### src/rtl/assert_macros.svh
// assertion macros, clocked on clk and disabled during rst
`ifndef ASSERT_MACROS_SVH
`define ASSERT_MACROS_SVH
`ifndef NO_ASSERTIONS
`define ASSERT_ALWAYS(lbl, expr) \
  lbl: assert property (@(posedge clk) disable iff (rst) (expr)) \
    else $error("assertion failed");
`define ASSERT_IMPLIES(lbl, pre, post) \
  lbl: assert property (@(posedge clk) disable iff (rst) (pre) |-> (post)) \
    else $error("assertion failed");
`define ASSERT_NEXT(lbl, pre, post) \
  lbl: assert property (@(posedge clk) disable iff (rst) (pre) |=> (post)) \
    else $error("assertion failed");
`else
`define ASSERT_ALWAYS(lbl, expr)
`define ASSERT_IMPLIES(lbl, pre, post)
`define ASSERT_NEXT(lbl, pre, post)
`endif
`endif

### src/rtl/arm_pkg.sv
package arm_pkg;

  localparam int VALUE_WIDTH = 48;
  localparam int TIME_WIDTH  = 48;
  localparam int CNT_WIDTH   = $clog2(VALUE_WIDTH + 2);

  typedef logic [1:0] status_t;

  localparam status_t ST_OK        = 2'd0;
  localparam status_t ST_FEW       = 2'd1;
  localparam status_t ST_SOON      = 2'd2;
  localparam status_t ST_ZERO_SPAN = 2'd3;

  localparam logic REG_MODE         = 1'b0;
  localparam logic REG_MIN_INTERVAL = 1'b1;

  localparam logic KIND_UPDATE = 1'b0;
  localparam logic KIND_QUERY  = 1'b1;

  localparam logic MODE_ACCUM = 1'b0;
  localparam logic MODE_RATE  = 1'b1;

  localparam logic signed [VALUE_WIDTH-1:0] VAL_MAX = {1'b0, {(VALUE_WIDTH-1){1'b1}}};
  localparam logic signed [VALUE_WIDTH-1:0] VAL_MIN = {1'b1, {(VALUE_WIDTH-1){1'b0}}};

endpackage

### src/rtl/accumulating_rate_meter.sv
// accumulating rate meter
// in channel (in_valid/in_ready) carries kind, value and time_now; out channel
// (out_valid/out_ready) carries result_value and status, one result per item.
// cfg channel (cfg_valid/cfg_ready, cfg_index, cfg_data) writes mode (index 0)
// or min_interval (index 1); cfg_ready is always high. a mode write clears the
// totals and samples. write configuration only while the block is idle.
// mode 0 adds each update to a saturating total; mode 1 keeps the two newest
// samples spaced at least min_interval apart, and a query divides the value
// difference by the time span.
// an item is taken in the idle state and goes to the exec state, which writes
// its result to the output register; a rate query with two samples and a
// nonzero span first runs the restoring divider, one quotient bit per cycle,
// before it goes to the exec state.
// in_ready is low while an item is at work.
// the output register frees the input side: the next item is accepted while a
// result waits; a finished item holds in the exec state until the output
// register is empty or taken.
// rst (synchronous) clears mode, min_interval, all samples and the total, and
// drops any pending result.
module accumulating_rate_meter (
  input  logic                                  clk,
  input  logic                                  rst,
  input  logic                                  in_valid,
  output logic                                  in_ready,
  input  logic                                  kind,
  input  logic signed [arm_pkg::VALUE_WIDTH-1:0] value,
  input  logic        [arm_pkg::TIME_WIDTH-1:0]  time_now,
  output logic                                  out_valid,
  input  logic                                  out_ready,
  output logic signed [arm_pkg::VALUE_WIDTH-1:0] result_value,
  output logic        [1:0]                     status,
  input  logic                                  cfg_valid,
  output logic                                  cfg_ready,
  input  logic                                  cfg_index,
  input  logic        [arm_pkg::TIME_WIDTH-1:0]  cfg_data
);
  import arm_pkg::*;

  `include "assert_macros.svh"

  localparam int VW = VALUE_WIDTH;
  localparam int TW = TIME_WIDTH;

  typedef enum logic [1:0] {S_IDLE, S_DIV, S_EXEC} state_t;

  state_t state;

  logic                   mode;
  logic [TW-1:0]          min_interval;
  logic signed [VW-1:0]   running_total;
  logic signed [VW-1:0]   newest_sample;
  logic signed [VW-1:0]   older_sample;
  logic [TW-1:0]          newest_time;
  logic [TW-1:0]          older_time;
  logic [1:0]             sample_count;

  logic                   item_kind;
  logic signed [VW-1:0]   item_value;
  logic [TW-1:0]          item_time;

  logic [TW-1:0]          divisor;
  logic [TW-1:0]          rem;
  logic [VW:0]            quo;
  logic                   quo_neg;
  logic [CNT_WIDTH-1:0]   div_count;

  logic [TW-1:0]          span;
  logic                   diff_neg;
  logic [VW:0]            mag;
  logic [TW:0]            trial;
  logic                   trial_ge;
  logic [TW:0]            trial_diff;

  logic [VW:0]            sum;
  logic signed [VW-1:0]   sat_total;
  logic [TW-1:0]          elapsed;
  logic signed [VW-1:0]   rate_res;
  logic signed [VW-1:0]   res_c;
  status_t                st_c;
  logic                   out_free;

  assign in_ready  = (state == S_IDLE);
  assign cfg_ready = 1'b1;
  assign out_free  = !out_valid || out_ready;

  // operands for the rate division
  always_comb begin
    span     = newest_time - older_time;
    diff_neg = newest_sample < older_sample;
    if (diff_neg) begin
      mag = {older_sample[VW-1], older_sample} - {newest_sample[VW-1], newest_sample};
    end else begin
      mag = {newest_sample[VW-1], newest_sample} - {older_sample[VW-1], older_sample};
    end
  end

  // restoring divider step
  always_comb begin
    trial      = {rem, quo[VW]};
    trial_ge   = trial >= {1'b0, divisor};
    trial_diff = trial - {1'b0, divisor};
  end

  // result of the latched item
  always_comb begin
    sum = {running_total[VW-1], running_total} + {item_value[VW-1], item_value};
    if (sum[VW] != sum[VW-1]) begin
      sat_total = sum[VW] ? VAL_MIN : VAL_MAX;
    end else begin
      sat_total = sum[VW-1:0];
    end
    elapsed = item_time - newest_time;
    if (quo_neg) begin
      if (quo > {2'b01, {(VW-1){1'b0}}}) begin
        rate_res = VAL_MIN;
      end else begin
        rate_res = -$signed(quo[VW-1:0]);
      end
    end else begin
      if (quo > {2'b00, {(VW-1){1'b1}}}) begin
        rate_res = VAL_MAX;
      end else begin
        rate_res = quo[VW-1:0];
      end
    end
    res_c = '0;
    st_c  = ST_OK;
    unique case ({mode, item_kind})
      {MODE_ACCUM, KIND_UPDATE}: res_c = sat_total;
      {MODE_ACCUM, KIND_QUERY}: begin
        if (sample_count == 2'd0) begin
          st_c = ST_FEW;
        end else begin
          res_c = running_total;
        end
      end
      {MODE_RATE, KIND_UPDATE}: begin
        if (elapsed < min_interval) begin
          st_c = ST_SOON;
        end
      end
      default: begin
        if (sample_count < 2'd2) begin
          st_c = ST_FEW;
        end else if (span == '0) begin
          st_c = ST_ZERO_SPAN;
        end else begin
          res_c = rate_res;
        end
      end
    endcase
  end

  always_ff @(posedge clk) begin
    if (rst) begin
      state         <= S_IDLE;
      out_valid     <= 1'b0;
      mode          <= MODE_ACCUM;
      min_interval  <= '0;
      running_total <= '0;
      newest_sample <= '0;
      older_sample  <= '0;
      newest_time   <= '0;
      older_time    <= '0;
      sample_count  <= 2'd0;
      div_count     <= '0;
    end else begin
      if (out_valid && out_ready) begin
        out_valid <= 1'b0;
      end
      if (cfg_valid && cfg_ready) begin
        if (cfg_index == REG_MODE) begin
          mode          <= cfg_data[0];
          running_total <= '0;
          newest_sample <= '0;
          older_sample  <= '0;
          newest_time   <= '0;
          older_time    <= '0;
          sample_count  <= 2'd0;
        end else begin
          min_interval <= cfg_data;
        end
      end
      unique case (state)
        S_IDLE: begin
          if (in_valid) begin
            item_kind  <= kind;
            item_value <= value;
            item_time  <= time_now;
            divisor    <= span;
            rem        <= '0;
            quo        <= mag;
            quo_neg    <= diff_neg;
            div_count  <= CNT_WIDTH'(VW);
            if (mode == MODE_RATE && kind == KIND_QUERY && sample_count == 2'd2 &&
                span != '0) begin
              state <= S_DIV;
            end else begin
              state <= S_EXEC;
            end
          end
        end
        S_DIV: begin
          rem <= trial_ge ? trial_diff[TW-1:0] : trial[TW-1:0];
          quo <= {quo[VW-1:0], trial_ge};
          if (div_count == '0) begin
            state <= S_EXEC;
          end else begin
            div_count <= div_count - 1'b1;
          end
        end
        default: begin
          if (out_free) begin
            out_valid    <= 1'b1;
            result_value <= res_c;
            status       <= st_c;
            state        <= S_IDLE;
            if (mode == MODE_ACCUM && item_kind == KIND_UPDATE) begin
              running_total <= sat_total;
              if (sample_count == 2'd0) begin
                sample_count <= 2'd1;
              end
            end
            if (mode == MODE_RATE && item_kind == KIND_UPDATE && st_c == ST_OK) begin
              older_sample  <= newest_sample;
              older_time    <= newest_time;
              newest_sample <= item_value;
              newest_time   <= item_time;
              if (sample_count < 2'd2) begin
                sample_count <= sample_count + 2'd1;
              end
            end
          end
        end
      endcase
    end
  end

  `ASSERT_IMPLIES(a_err_zero, out_valid && status != ST_OK, result_value == '0)
  `ASSERT_ALWAYS(a_count_range, sample_count != 2'd3)
  `ASSERT_NEXT(a_div_end, state == S_DIV && div_count == '0, state == S_EXEC)
  `ASSERT_NEXT(a_busy_after_accept, in_valid && in_ready, !in_ready)

endmodule

### config.mk
export PLATFORM = sky130hd
export DESIGN_NAME = accumulating_rate_meter
export DESIGN_NICKNAME = d
export VERILOG_FILES = /design/src/rtl/arm_pkg.sv /design/src/rtl/accumulating_rate_meter.sv
export VERILOG_INCLUDE_DIRS = /design/src /design/src/rtl
export SDC_FILE = /design/constraint.sdc
export NUM_CORES = 2
export LEC_CHECK = 0
export BUFFER_PORTS_ARGS = -buffer_cell sky130_fd_sc_hd__buf_2
export CAP_MARGIN = 20
export CORE_MARGIN = 2
export CORE_UTILIZATION = 35
export DETAILED_ROUTE_END_ITERATION = 6
export GPL_TIMING_DRIVEN = 0
export MAX_ROUTING_LAYER = met4
export PLACE_DENSITY = 0.62
export RECOVER_POWER = 50
export REMOVE_ABC_BUFFERS = 1
export SYNTH_ARGS = -nofsm -noshare
export SYNTH_HDL_FRONTEND = slang
export SYNTH_SLANG_ARGS = --single-unit
### constraint.sdc
create_clock -name clk -period 18.1 [get_ports clk]
set_clock_uncertainty 0.1 [all_clocks]
set_input_delay 1.81 -clock clk [delete_from_list [all_inputs] [get_ports clk]]
set_output_delay 1.81 -clock clk [all_outputs]
set_load 0.01 [all_outputs]
==> results.rst <==
.. list-table::
   :header-rows: 1

   * - Metric
     - Value
   * - Share of power burned in combinational logic
     - 16.5%
   * - Endpoint arrival time on the critical path
     - 12.41 ns
   * - Proportion of synthesized chip area in sequential cells
     - 34.64%
   * - Global route total overflow
     - 0
   * - Worst path cell trace
     - clkbuf_1, clkbuf_1, a21oi_1, clkbuf_1, clkbuf_1, buf_16
   * - Die span in x
     - 353.4 um
   * - End of the critical path
     - rem[20]$_SDFFCE_PN0P_
   * - Slowest cell delay on critical path
     - 3.96 ns
   * - Drc violations
     - 0
   * - Mean cell area of the mapped netlist
     - 8.335 um^2
   * - Proportion of power drawn by the clock network
     - 42.1%
   * - Initial DRC Count
     - 3,096
   * - Buffering stage count on the worst path with inverters included
     - 5
   * - Internal power component
     - 2.623 mW
   * - Number of flip-flops in the largest register
     - 49
   * - Bufs on Longest Clock Path
     - 3
   * - Final weighted congestion of routability-driven global placement
     - 0.9256
   * - Final critical-path setup slack
     - 6.017 ns
   * - Global-route wire length before repair
     - 202,900 um
   * - Total wire length after detailed routing
     - 129,200 um
   * - Startpoint types
     - input pin
   * - Hold buffer count at CTS
     - 0
   * - Number of vias in the routed layout
     - 37,510
   * - Share of power burned in registers
     - 41.3%
   * - Number of core rows
     - 128
   * - Final instance area
     - 47,950 um^2
   * - Slowest cell on crit path
     - sky130_fd_sc_hd__clkbuf_1
   * - Stages on the worst setup path
     - 6
   * - Tightest slew margin relative to the limit
     - -270.8%
   * - Final worst path period need
     - 12.08 ns
   * - Share of synthesized cell area in full adder, half adder and majority cells
     - 10.15%
   * - Number of placed I/O pins
     - 204
   * - Final #Nets
     - 5,648
   * - Top cell family by delay on the critical path
     - buffers and inverters
   * - CTS clk-pin slew, worst paths
     - 0.06 ns
   * - Class of the most critical hold timing path
     - register to register
   * - Total of max-cap violations
     - 9
   * - Worst-case register-to-register setup slack
     - 9.82 ns
   * - Total global routing track utilization
     - 20.68%
   * - Biggest fanout along the worst timing path
     - 146
   * - Fraction of the core area covered by cells at the end of the flow
     - 39.50%
   * - Unique masters post-synth
     - 96
   * - Xor and xnor area share after synthesis
     - 3.997%
   * - Port Buffer Count
     - 202
   * - Finished Layout Cells
     - 6,842
   * - Number of gates resized after cts
     - 0
   * - Max-slew violation count
     - 451
   * - Largest net degree at the start of global routing
     - 163
   * - Die Outline Area
     - 124,900 um^2
   * - Post-synth EDFFs
     - 293
   * - Synthesis warning total
     - 0
   * - Run status
     - finished with violations
   * - Number of global-route vias before repair
     - 35,970
   * - Core area
     - 121,400 um^2
   * - HPWL after detailed placement
     - 96,190 um
   * - TritonRoute pass-1 iters
     - 6
   * - Antenna violations before repair
     - 1
   * - Timing startpoint of the critical path
     - rst
   * - Largest vdd supply drop
     - 73.50 uV
   * - Crit path kind
     - input pin to register
   * - Count of nets left with antenna violations after detail routing
     - 0
   * - Post-route clock period utilization
     - 66.76%
   * - Effective utilization at floorplan
     - 35.20%
   * - Max Fclk
     - 82.76 MHz
   * - Fraction of layout instances using a drive strength above 1
     - 7.132%
   * - Average wire per cell in the routed design
     - 18.88 um
   * - CTS tree
     - yes
   * - Clk_lat worst skew
     - 0.69 ns
   * - Worst Setup End Kind
     - register
   * - CTS root buf
     - sky130_fd_sc_hd__clkbuf_16
   * - Synthesized cell area
     - 42,730 um^2
   * - Post-detailed-placement cell area
     - 45,700 um^2
   * - Required time reported for the critical path endpoint
     - 18.42 ns
   * - Most frequent CP cell
     - sky130_fd_sc_hd__clkbuf_1
   * - Setup Fix Bufs, Post-CTS
     - 0
   * - Instance count after placement with tap cells included
     - 6,701
   * - Place WS
     - 9.698 ns
   * - Number of clock sinks
     - 593
   * - Static leakage power
     - 19.64 nW
   * - Crit Reg-Reg Startpoint
     - newest_time[4]$_SDFF_PP0_
   * - Power density cells
     - 76.28 nW/um^2
   * - FFs w/ async S/R, synth
     - 0%
   * - Violations in the final reports
     - max-capacitance violations, max-slew violations
   * - Post-Syn Instances
     - 5,127
   * - Die H
     - 353.4 um
   * - Fraction of the mapped netlist area in compound gates
     - 23.15%
   * - Final Hold Vio Count
     - 0
   * - Most flop-heavy register
     - quo
   * - Most used flip-flop cell after synthesis
     - sky130_fd_sc_hd__dfxtp_1
   * - Final total negative setup slack
     - 0 ns
   * - Number of setup violations in the final report
     - 0
   * - Number of cell instances on the worst register-to-register path
     - 26
   * - Flops & latches, synth
     - 593
   * - DR vias/cell
     - 5.483
   * - Unrepaired setup endpoints after global routing
     - no
   * - Area growth syn-to-layout
     - 12.22%
   * - Fraction of synthesized area in multiplexers
     - 3.423%
   * - H-tree levels
     - 3
   * - Combinational family with the most area after synthesis
     - compound AO/OA/AOI/OAI gates
   * - Slew @ Worst Pin
     - 5.562 ns
   * - P_sw
     - 1.036 mW
   * - Reg-to-reg endpoint
     - sample_count[1]$_SDFF_PP0_
   * - Switching power share of the total
     - 28.31%
   * - CTS buffer count
     - 75
   * - Post-synthesis simple-gate area fraction
     - 18.52%
-- how the worst min path moves through the flow --
stage	startpoint	end	slack [ns]	cells past startpoint
final	min_interval[34]$_SDFFE_PP0P_	min_interval[34]$_SDFFE_PP0P_	0.35	2
after global routing	min_interval[23]$_SDFFE_PP0P_	min_interval[23]$_SDFFE_PP0P_	0.37	2
after CTS	min_interval[11]$_SDFFE_PP0P_	min_interval[11]$_SDFFE_PP0P_	0.35	2
after detailed placement	min_interval[11]$_SDFFE_PP0P_	min_interval[11]$_SDFFE_PP0P_	0.35	2
after global placement	min_interval[11]$_SDFFE_PP0P_	min_interval[11]$_SDFFE_PP0P_	0.34	2
after floorplan	min_interval[0]$_SDFFE_PP0P_	min_interval[0]$_SDFFE_PP0P_	0.33	2
-- logic make-up after synthesis --
kind of cell	count (synthesis)
AO/OA/AOI/OAI	1602
AND/OR/NAND/NOR	1571
buffers and inverters	677
flip-flops	593
adder cells (fa/ha/maj)	343
XOR/XNOR	195
multiplexers	145
other	1
-- layout make-up --
type	count	area, um^2
flip-flops and latches	593	14800
fillers	12490	73440
clock inverters	39	410.4
multi-input cells	3857	25400
clock buffers	100	2085
inverters	375	1408
well taps	1625	2033
diodes	1	2.502
repair buffers	252	1810
-- Yosys cell counts, drive strengths merged (36+ instances only) --
library cell | instances | area, um^2
a21oi | 551 | 2758
nand2 | 417 | 1568
o21ai | 394 | 1976
inv | 375 | 1408
ha | 337 | 4217
nor2 | 320 | 1201
dfxtp | 300 | 6006
edfxtp | 293 | 8798
clkbuf | 257 | 964.7
nand2b | 228 | 1426
a21o | 161 | 1209
mux2i | 136 | 1361
xnor2 | 132 | 1156
nor3 | 124 | 625.6
or3 | 120 | 750.7
nand3 | 91 | 455.4
nand4 | 71 | 450.4
xor2 | 63 | 551.8
o21bai | 53 | 397.9
a221oi | 48 | 420.4
a31oi | 48 | 300.3
a211oi | 47 | 352.8
buf | 45 | 241.5
o41ai | 43 | 376.6
o211ai | 37 | 282.8
o21a | 37 | 277.8
nor4 | 36 | 252.7
-- layout by cell type (no fill, tap or decap), types with 15 or more instances in the layout --
cell type	synthesis	routed
sky130_fd_sc_hd__o41ai_1	43	43
sky130_fd_sc_hd__o21bai_1	53	53
sky130_fd_sc_hd__nand3b_1	18	18
sky130_fd_sc_hd__and4_1	16	15
sky130_fd_sc_hd__nand2_1	416	413
sky130_fd_sc_hd__a21oi_1	551	550
sky130_fd_sc_hd__a211oi_1	47	47
sky130_fd_sc_hd__xnor2_1	132	132
sky130_fd_sc_hd__buf_12	0	19
sky130_fd_sc_hd__o211ai_1	36	36
sky130_fd_sc_hd__ha_1	337	337
sky130_fd_sc_hd__o31ai_1	19	19
sky130_fd_sc_hd__dfxtp_1	300	300
sky130_fd_sc_hd__o21a_1	37	36
sky130_fd_sc_hd__or3_1	120	120
sky130_fd_sc_hd__clkbuf_16	0	78
sky130_fd_sc_hd__a31oi_1	48	48
sky130_fd_sc_hd__nor2_1	320	320
sky130_fd_sc_hd__a221oi_1	48	48
sky130_fd_sc_hd__o22ai_1	25	25
sky130_fd_sc_hd__mux2i_1	136	136
sky130_fd_sc_hd__nand2b_1	228	227
sky130_fd_sc_hd__edfxtp_1	293	293
sky130_fd_sc_hd__nor4_1	33	33
sky130_fd_sc_hd__nor2b_1	28	26
sky130_fd_sc_hd__clkbuf_1	257	87
sky130_fd_sc_hd__nand3_1	91	90
sky130_fd_sc_hd__a21boi_0	22	22
sky130_fd_sc_hd__o21ai_0	382	384
sky130_fd_sc_hd__nand4_1	70	70
sky130_fd_sc_hd__and3_1	31	31
sky130_fd_sc_hd__a21o_1	161	161
sky130_fd_sc_hd__buf_2	22	139
sky130_fd_sc_hd__nor3_1	123	122
sky130_fd_sc_hd__inv_1	373	373
sky130_fd_sc_hd__and2_1	19	16
sky130_fd_sc_hd__xor2_1	63	63
-- metrics by stage --
| stage | hold WS, ns | total power, mW |
|---|---|---|
| after CTS | 0.3547 | 3.701 |
| after global placement | 0.3448 | 2.133 |
| after detailed placement | 0.3468 | 2.140 |
| after global routing | 0.3734 | 3.812 |
| after floorplan | 0.3276 | 1.932 |
| final | 0.3516 | 3.658 |
-- metal layers --
| layer | up-vias | track usage (%) | wire length [um] |
|---|---|---|---|
| li1 | 18580 | - | - |
| met1 | 17660 | 26.88 | 58370 |
| met2 | 1062 | 33.17 | 59620 |
| met3 | 209 | 2.923 | 7048 |
| met4 | 0 | 6.553 | 4118 |
| met5 | - | - | 0 |
-- power groups by stage --
stage	Combinational [mW]	Clock (mW)	Sequential [mW]
finish	0.604	1.54	1.51
global route	0.665	1.63	1.52
CTS	0.606	1.58	1.51
detailed placement	0.602	0	1.54
global placement	0.577	0	1.56
floorplan	0.402	0	1.53
-- worst reg2reg max path, delay by kind of cell, from the launching register on --
| kind | cells | cell delay, ns |
|---|---|---|
| adders and majority gates | 2 | 0.66 |
| DFF | 1 | 0.37 |
| AOI/OAI and AO/OA | 13 | 3.99 |
| buffers and inverters | 4 | 0.77 |
| xor gates and xnor gates | 1 | 0.16 |
| and+or+nand+nor | 6 | 2.09 |
(Power assumes the default switching activity.)
